$ cat src/rtl/fit_pkg.sv
`default_nettype none

package fit_pkg;

	// table geometry
	localparam int RULE_DEPTH   = 16;
	localparam int FILE_ID_BITS = 8;
	localparam int IDX_W        = (RULE_DEPTH > 1) ? $clog2(RULE_DEPTH) : 1;
	localparam int CNT_W        = $clog2(RULE_DEPTH + 1);

	localparam int ADDR_BITS  = 48;
	localparam int BYTES_BITS = 32;
	localparam int END_BITS   = ADDR_BITS + 1;

	// io opcodes and error code
	localparam logic OPC_READ  = 1'b0;
	localparam logic OPC_WRITE = 1'b1;
	localparam logic EIO       = 1'b1;

	// item kinds
	localparam logic OP_ADD   = 1'b0;
	localparam logic OP_CHECK = 1'b1;

	// add status codes
	localparam logic [1:0] ADD_NONE   = 2'd0;
	localparam logic [1:0] ADD_STORED = 2'd1;
	localparam logic [1:0] ADD_FULL   = 2'd2;

	typedef enum logic [1:0] {
		KIND_READ_ONCE    = 2'd0,
		KIND_READ_STICKY  = 2'd1,
		KIND_RW_ONCE      = 2'd2,
		KIND_RW_PERMANENT = 2'd3
	} rule_kind_t;

	// one stored rule; the region end is kept inclusive and unwrapped
	typedef struct packed {
		rule_kind_t               kind;
		logic [FILE_ID_BITS-1:0]  file;
		logic [ADDR_BITS-1:0]     first;
		logic [END_BITS-1:0]      last;
	} rule_t;

	// the completed io under test
	typedef struct packed {
		logic                     write;
		logic [FILE_ID_BITS-1:0]  file;
		logic [ADDR_BITS-1:0]     offset;
		logic [END_BITS-1:0]      stop;
	} io_ctx_t;

	typedef struct packed {
		logic match;
		logic removed;
	} hit_t;

endpackage

`default_nettype wire

$ cat src/rtl/io_fault_injection_rule_table_core.sv
// an add item writes its rule in S_ADD; a failed or short io ends the scan at once;
//   a check item scans the stored rules oldest first in S_SCAN and stops at the first hit
// deleting the hit rule moves every younger rule down one slot in S_MOVE
// one item at a time; the next transfer is taken only after the result
//   register loads; a stalled result holds the sequencer
// reset: asynchronous, clears rule count, sequencer and output valid; table contents undefined
`default_nettype none

module io_fault_injection_rule_table_core (
	input  wire logic                            clk,
	input  wire logic                            arst_n,

	// item channel
	input  wire logic                            in_valid,
	output logic                                 in_stall,
	input  wire logic                            op,
	input  wire logic [1:0]                      rule_type,
	input  wire logic [fit_pkg::FILE_ID_BITS-1:0] file_id,
	input  wire logic [47:0]                     region_start,
	input  wire logic [47:0]                     region_length,
	input  wire logic                            io_write,
	input  wire logic [47:0]                     io_offset,
	input  wire logic [31:0]                     io_bytes,
	input  wire logic [31:0]                     io_done_bytes,
	input  wire logic                            io_failed,

	// result channel
	output logic                                 out_valid,
	input  wire logic                            out_stall,
	output logic [1:0]                           add_status,
	output logic                                 injected,
	output logic [31:0]                          out_done_bytes,
	output logic                                 out_failed,
	output logic                                 zero_read_data,
	output logic                                 rule_removed
);

	// sequencer states
	typedef enum logic [4:0] {
		S_IDLE = 5'b00001,
		S_ADD  = 5'b00010,
		S_SCAN = 5'b00100,
		S_MOVE = 5'b01000,
		S_DONE = 5'b10000
	} state_t;

	state_t state_q;

	// control
	logic [fit_pkg::CNT_W-1:0] count_q;
	logic [fit_pkg::CNT_W-1:0] scan_idx_q;
	logic                      pipe_vld_q;
	logic [fit_pkg::IDX_W-1:0] pipe_idx_q;
	logic [fit_pkg::CNT_W-1:0] mv_src_q;
	logic                      mv_vld_q;
	logic [fit_pkg::IDX_W-1:0] mv_dst_q;
	logic                      out_valid_q;

	// captured item
	logic [1:0]                        kind_q;
	logic [47:0]                       start_q;
	logic [47:0]                       len_q;
	fit_pkg::io_ctx_t                  io_q;
	logic                              io_ok_q;

	// result being built
	logic [1:0]  res_add_q;
	logic        res_inj_q;
	logic [31:0] res_done_q;
	logic        res_fail_q;
	logic        res_zero_q;
	logic        res_rm_q;

	// output register
	logic [1:0]  add_status_q;
	logic        injected_q;
	logic [31:0] done_bytes_q;
	logic        failed_q;
	logic        zero_q;
	logic        removed_q;

	// ram and compare unit
	logic                      ram_we;
	logic [fit_pkg::IDX_W-1:0] ram_waddr;
	fit_pkg::rule_t            ram_wdata;
	logic [fit_pkg::IDX_W-1:0] ram_raddr;
	fit_pkg::rule_t            ram_rdata;
	fit_pkg::rule_t            new_rule;
	fit_pkg::hit_t             hit;

	logic in_xfer;
	logic out_free;
	logic table_full;
	logic scan_end;
	logic move_more;

	assign in_stall   = (state_q != S_IDLE);
	assign in_xfer    = in_valid && !in_stall;
	assign out_free   = !out_valid_q || !out_stall;
	assign table_full = (count_q == fit_pkg::CNT_W'(fit_pkg::RULE_DEPTH));
	assign scan_end   = (scan_idx_q == count_q);
	assign move_more  = (mv_src_q < count_q);

	// rule built from the captured add item, end bound formed without wrap
	assign new_rule.kind  = fit_pkg::rule_kind_t'(kind_q);
	assign new_rule.file  = io_q.file;
	assign new_rule.first = start_q;
	assign new_rule.last  = {1'b0, start_q} + {1'b0, len_q};

	// one write port: append on add, shift down during compaction
	always_comb begin
		ram_we    = 1'b0;
		ram_waddr = mv_dst_q;
		ram_wdata = ram_rdata;
		ram_raddr = scan_idx_q[fit_pkg::IDX_W-1:0];
		unique case (state_q)
			S_ADD: begin
				ram_we    = !table_full;
				ram_waddr = count_q[fit_pkg::IDX_W-1:0];
				ram_wdata = new_rule;
			end
			S_MOVE: begin
				ram_we    = mv_vld_q;
				ram_raddr = mv_src_q[fit_pkg::IDX_W-1:0];
			end
			default: begin
				ram_we = 1'b0;
			end
		endcase
	end

	fit_rule_ram u_ram (
		.clk   (clk),
		.we    (ram_we),
		.waddr (ram_waddr),
		.wdata (ram_wdata),
		.raddr (ram_raddr),
		.rdata (ram_rdata)
	);

	fit_match u_match (
		.rule (ram_rdata),
		.io   (io_q),
		.hit  (hit)
	);

	// sequencer and control state
	always_ff @(posedge clk or negedge arst_n) begin
		if (!arst_n) begin
			state_q     <= S_IDLE;
			count_q     <= '0;
			scan_idx_q  <= '0;
			pipe_vld_q  <= 1'b0;
			mv_src_q    <= '0;
			mv_vld_q    <= 1'b0;
			out_valid_q <= 1'b0;
		end else begin
			// result register: loaded when finished, emptied by a transfer
			if (state_q == S_DONE && out_free) begin
				out_valid_q <= 1'b1;
			end else if (!out_stall) begin
				out_valid_q <= 1'b0;
			end
			unique case (state_q)
				S_IDLE: begin
					if (in_xfer) begin
						scan_idx_q <= '0;
						pipe_vld_q <= 1'b0;
						state_q    <= (op == fit_pkg::OP_ADD) ? S_ADD : S_SCAN;
					end
				end
				S_ADD: begin
					if (!table_full) begin
						count_q <= count_q + fit_pkg::CNT_W'(1);
					end
					state_q <= S_DONE;
				end
				S_SCAN: begin
					if (!io_ok_q) begin
						state_q <= S_DONE;
					end else if (pipe_vld_q && hit.match) begin
						pipe_vld_q <= 1'b0;
						if (hit.removed) begin
							mv_src_q <= fit_pkg::CNT_W'(pipe_idx_q) + fit_pkg::CNT_W'(1);
							mv_vld_q <= 1'b0;
							state_q  <= S_MOVE;
						end else begin
							state_q <= S_DONE;
						end
					end else if (scan_end) begin
						// nothing left to read and the last entry missed
						pipe_vld_q <= 1'b0;
						state_q    <= S_DONE;
					end else begin
						pipe_vld_q <= 1'b1;
						scan_idx_q <= scan_idx_q + fit_pkg::CNT_W'(1);
					end
				end
				S_MOVE: begin
					if (move_more) begin
						mv_vld_q <= 1'b1;
						mv_src_q <= mv_src_q + fit_pkg::CNT_W'(1);
					end else begin
						mv_vld_q <= 1'b0;
						if (!mv_vld_q) begin
							count_q <= count_q - fit_pkg::CNT_W'(1);
							state_q <= S_DONE;
						end
					end
				end
				S_DONE: begin
					if (out_free) begin
						state_q <= S_IDLE;
					end
				end
				default: begin
					state_q <= S_IDLE;
				end
			endcase
		end
	end

	// item capture, walk indices and result build
	always_ff @(posedge clk) begin
		if (in_xfer) begin
			kind_q       <= rule_type;
			start_q      <= region_start;
			len_q        <= region_length;
			io_q.write   <= io_write;
			io_q.file    <= file_id;
			io_q.offset  <= io_offset;
			io_q.stop    <= {1'b0, io_offset} + fit_pkg::END_BITS'(io_bytes);
			io_ok_q      <= !io_failed && (io_done_bytes == io_bytes);
			res_add_q    <= fit_pkg::ADD_NONE;
			res_inj_q    <= 1'b0;
			res_done_q   <= (op == fit_pkg::OP_CHECK) ? io_done_bytes : '0;
			res_fail_q   <= (op == fit_pkg::OP_CHECK) ? io_failed : 1'b0;
			res_zero_q   <= 1'b0;
			res_rm_q     <= 1'b0;
		end
		if (state_q == S_ADD) begin
			res_add_q <= table_full ? fit_pkg::ADD_FULL : fit_pkg::ADD_STORED;
		end
		if (state_q == S_SCAN) begin
			pipe_idx_q <= scan_idx_q[fit_pkg::IDX_W-1:0];
			if (io_ok_q && pipe_vld_q && hit.match) begin
				res_inj_q  <= 1'b1;
				res_done_q <= '0;
				res_fail_q <= fit_pkg::EIO;
				res_zero_q <= (io_q.write == fit_pkg::OPC_READ);
				res_rm_q   <= hit.removed;
			end
		end
		// each moved entry lands one slot below where it was read
		if (state_q == S_MOVE) begin
			mv_dst_q <= mv_src_q[fit_pkg::IDX_W-1:0] - fit_pkg::IDX_W'(1);
		end
		if (state_q == S_DONE && out_free) begin
			add_status_q <= res_add_q;
			injected_q   <= res_inj_q;
			done_bytes_q <= res_done_q;
			failed_q     <= res_fail_q;
			zero_q       <= res_zero_q;
			removed_q    <= res_rm_q;
		end
	end

	assign out_valid      = out_valid_q;
	assign add_status     = add_status_q;
	assign injected       = injected_q;
	assign out_done_bytes = done_bytes_q;
	assign out_failed     = failed_q;
	assign zero_read_data = zero_q;
	assign rule_removed   = removed_q;

endmodule

`default_nettype wire

$ cat src/rtl/fit_rule_ram.sv
`default_nettype none

module fit_rule_ram (
	input  wire logic                     clk,
	input  wire logic                     we,
	input  wire logic [fit_pkg::IDX_W-1:0] waddr,
	input  wire fit_pkg::rule_t            wdata,
	input  wire logic [fit_pkg::IDX_W-1:0] raddr,
	output fit_pkg::rule_t                 rdata
);

	fit_pkg::rule_t mem_q [fit_pkg::RULE_DEPTH];
	fit_pkg::rule_t rdata_q;

	always_ff @(posedge clk) begin
		if (we) begin
			mem_q[waddr] <= wdata;
		end
	end

	// registered read port
	always_ff @(posedge clk) begin
		rdata_q <= mem_q[raddr];
	end

	assign rdata = rdata_q;

endmodule

`default_nettype wire

$ cat src/rtl/fit_match.sv
`default_nettype none

module fit_match (
	input  wire fit_pkg::rule_t   rule,
	input  wire fit_pkg::io_ctx_t io,
	output fit_pkg::hit_t         hit
);

	logic op_ok;
	logic removed;
	logic overlap;

	always_comb begin
		op_ok   = 1'b1;
		removed = 1'b0;
		case (rule.kind)
			fit_pkg::KIND_READ_ONCE: begin
				op_ok   = (io.write == fit_pkg::OPC_READ);
				removed = 1'b1;
			end
			fit_pkg::KIND_READ_STICKY: begin
				op_ok   = (io.write == fit_pkg::OPC_READ);
				removed = (io.write == fit_pkg::OPC_WRITE);
			end
			fit_pkg::KIND_RW_ONCE: begin
				removed = 1'b1;
			end
			default: begin
				removed = 1'b0;
			end
		endcase
	end

	// start strictly before io end, region end (inclusive) at or past io start
	assign overlap = ({1'b0, rule.first} < io.stop) && (rule.last >= {1'b0, io.offset});

	assign hit.match   = (rule.file == io.file) && op_ok && overlap;
	assign hit.removed = removed;

endmodule

`default_nettype wire

$ cat config.mk
export PLATFORM = sky130hd
export DESIGN_NAME = io_fault_injection_rule_table_core
export DESIGN_NICKNAME = d
export VERILOG_FILES = /design/src/rtl/fit_pkg.sv /design/src/rtl/io_fault_injection_rule_table_core.sv /design/src/rtl/fit_rule_ram.sv /design/src/rtl/fit_match.sv
export SDC_FILE = /design/constraint.sdc
export NUM_CORES = 2
export LEC_CHECK = 0
export ABC_AREA = 1
export BUFFER_PORTS_ARGS = -buffer_cell sky130_fd_sc_hd__buf_4
export CAP_MARGIN = 20
export CORE_MARGIN = 4
export CORE_UTILIZATION = 50
export DETAILED_ROUTE_END_ITERATION = 10
export HOLD_SLACK_MARGIN = 0.1
export PLACE_DENSITY = 0.73
export SLEW_MARGIN = 20
export SYNTH_ARGS = -nofsm -noshare
export SYNTH_HDL_FRONTEND = slang
export SYNTH_SLANG_ARGS = --single-unit
$ cat constraint.sdc
create_clock -name clk -period 18.36 [get_ports clk]
set_clock_uncertainty 0.05 [all_clocks]
set_input_delay 0.918 -clock clk [delete_from_list [all_inputs] [get_ports clk]]
set_output_delay 0.918 -clock clk [all_outputs]
set_load 0.02 [all_outputs]
==> impl_metrics.ini <==
[sta]
setup_violations = 0
hold_violations = 0
slew_headroom_pct = -5.38
finalHoldWorstSlack_ps = 189
worstMarginPinSlew_ps = 1580
post-route-period-util_pct = 32.2
fmax_mhz = 169
grt_setup_unrepaired = false
totalNegativeSetupSlack_ps = 0
drv_slew = 75
post-route-min-period_ps = 5900

[synthesis]
synth.area.mux_share_pct = 0
yosys.area.top_type = edfxtp_1
syn-cell-area_um2 = 90400
postSynthAreaPerCell_um2 = 12.1
synth-compound-area-share_pct = 12.9
synthFlopType = edfxtp_1
ys_seq_area_share_pct = 69.1
synth_cells = 7470
synth_top_area_share_pct = 65.3
synth_top_family_by_area = compound AO/OA/AOI/OAI gates
synth-simple-area-share_pct = 10.1
synth_xor_area_share_pct = 1.04
synth-adder-area-share_pct = 2.63
synth_seq_cells = 2131
synth_area_leaders = edfxtp_1 (65%), o211ai_1 (5.4%), o21ai_0 (4.3%)
yosys_warnings = 0
yosysUniqueCellTypes = 49
syn_nets = 7883
async_reset_ff_share_pct = 1.08
synth_edf_count = 1965

[clocking]
cts-resized-gates = 0
cts_tree = yes
root_buffer = clkbuf_16
clkSlewWorstSetupHoldPaths_ps = 60
numCtsBuffers = 200
clkSinkCount = 2131
clkLatencyLatePin_ps = 860
clk_path_buf_depth = 3
htreeDepth = 4

[floorplan]
core-area_um2 = 179000
ios = 265
die_h_um = 433
die_w_um = 433
dieArea_um2 = 188000
rows = 155
start_util_pct = 50.5

[cells_and_area]
drive_gt1_share_pct = 12.2
fill_cells = 14100
multiInputGateArea_um2 = 24400
areaGrowthSynthToFinish_pct = 12.7
regArea_um2 = 62400
num-nets-final = 8053

[global_route]
overflow = 0
grt_max_degree = 258
first_global_vias = 58300
antenna_found_initial = 4
grt_usage_pct = 27.3
grt_pass1_wl_um = 379000

[setup_path]
required_ps = 19090
cp_cell_sequence = nor2_2 -> nand4_2 -> inv_2 -> nand2_1 -> o21ai_4 -> buf_4 -> buf_12 -> buf_4 -> buf_4 -> or2_2 -> o211ai_1 -> o211ai_1 -> o211ai_1 -> nand2_1
r2r_cells = 14
critical_path_class = flip-flop to flip-flop
endpoint = u_ram.rdata[60]
crit_arrival_ps = 6640
ff2ff_setup_slack_ps = 12460
worstReg2RegStart = state_q[1]
worstReg2RegEnd = u_ram.rdata[60]
crit_slowest_cell = buf_4
worstSetupStartpointType = flip-flop
critical_path.max_fanout = 257
path_buf_inv = 5
crit_cells = 14
crit_path_start = state_q[1]
cp_top_family = buffers and inverters
end_kind = flip-flop
cpPeakStageDelay_ps = 960

[route]
vias = 60800
drc = 0
first_iter_violations = 7271
via_per_inst = 5.97
wl_per_cell_um = 25.7
ant_nets = 0
routed_wl_um = 262000
first_pass_iters = 7

[run_status]
violations = slew limit
outcome = finished with violations

[place]
place_hpwl_um = 153000
io_buffers = 264
gp_congestion = 0.955

[worst_hold_path]
hold_path_class = input pin to flip-flop

[power_and_ir_drop]
ir_drop_mv = 0.127
cellLeakagePower_nw = 35.7
p_per_area_nw_per_um2 = 136
p_total_mw = 13.9

[flow_run]
cap_violations = 0
==> what timing repair did <==
action / in CTS / in global routing
setup buffers: 0 / 0
hold endpoints to repair: 22 / 0
hold buffers: 1 / 0
==> worst min-delay path by stage <==
stage                    endpoint  depth (start not counted)         startpoint  slack (ps)
5_1_grt                 len_q[40]                          1  region_length[40]         160
3_5_place_dp        add_status[1]                          0       res_add_q[1]         360
3_3_place_gp   out_done_bytes[27]                          0     res_done_q[27]         360
2_1_floorplan       add_status[0]                          0       res_add_q[0]         350
4_1_cts               start_q[22]                          1   region_start[22]         150
6_report              start_q[22]                          1   region_start[22]         190
==> sequential cells by signal (all words and copies together) (netlist names), 5 cells and up <==
name,cells
start_q,48
u_ram.mem_q,1712
out_done_bytes,32
count_q,5
u_ram.rdata,107
mv_src_q,5
state_q,5
len_q,48
io_q,106
scan_idx_q,5
res_done_q,32
==> cells by family (layout without fill, tap and decap cells) <==
logic type / after synthesis / in the layout
buf+inv: 977 / 1324
other cells: 0 / 6
flops: 2131 / 2131
xor+xnor: 107 / 107
simple gates: 2164 / 2164
fa+ha+maj: 188 / 188
compound gates: 1903 / 1903
==> report_power, final <==
group	internal (mW)	switching (mW)	leakage (nW)
clock	2.47	1.81	3.37
sequential	6.17	0.335	19.2
combinational	0.843	2.23	13.1
total	9.49	4.38	35.7
==> stage by stage <==
stage / cell area, um^2 / instances / utilization [%] / worst slack, ps
final: 102000 / 10200 / 56.9 / 12460
after global routing: 102000 / 10200 / 56.9 / 12010
after CTS: 102000 / 10200 / 56.8 / 12610
after detailed placement: 94800 / 9792 / 53.0 / 12610
after global placement: 94800 / 9792 / 52.9 / 12780
after floorplan: 90400 / 7470 / - / 11580
==> per-layer routing <==
metal  global-route usage (%)  routed length [um]  vias to the layer above  share of wire, %
met5                        0                  13                        -            0.0050
met4                     14.7               16100                        2               6.2
met3                     4.60               21200                      607               8.1
met2                     45.2              126000                     2930                48
met1                     34.6               98400                    29800                38
li1                         -                   -                    27500                 -
==> synth_stat cells, types with 2 or more instances <==
cell      instances
a21boi_0          6
a21o_1           16
a21oi_1         154
a21oi_2           2
a31oi_1          31
a32oi_1          33
buf_1             7
buf_2            89
buf_4            10
clkbuf_1        286
dfrtp_1          22
dfxtp_1         143
edfxtp_1       1965
fa_1              3
ha_1            185
inv_1           580
inv_2             5
nand2_1         970
nand3_1         130
nand3b_1          8
nand4_1          28
nor2_1          739
nor3_1           33
nor3b_1           3
nor4_1           16
o211ai_1        645
o21a_1            4
o21ai_0         775
o21ai_1           2
o21ai_2           2
o21bai_1         10
o22ai_1         216
or2_2           231
xnor2_1          33
xor2_1           74
==> final cells by class <==
cell class | instances | share of cell area, %
clock inverter | 102 | 1.18
timing repair buffer | 360 | 2.85
multi-input combinational | 4362 | 23.9
sequential | 2131 | 61.3
clock buffer | 277 | 5.58
inverter | 585 | 2.19
tap | 2355 | 2.89
antenna | 6 | 0.0147
==> layout by cell type (no fill, tap or decap), types with 37 or more instances in the layout <==
cell type / instances
dfxtp_1: 143
clkbuf_1: 43
xor2_1: 74
nor2_1: 722
nand2_1: 969
clkinv_2: 37
a21oi_1: 153
buf_4: 343
clkbuf_16: 204
inv_1: 579
edfxtp_1: 1965
o22ai_1: 216
o211ai_1: 645
nand3_1: 130
o21ai_0: 774
ha_1: 185
or2_2: 231
No activity file was read; power rests on OpenSTA's default activity.
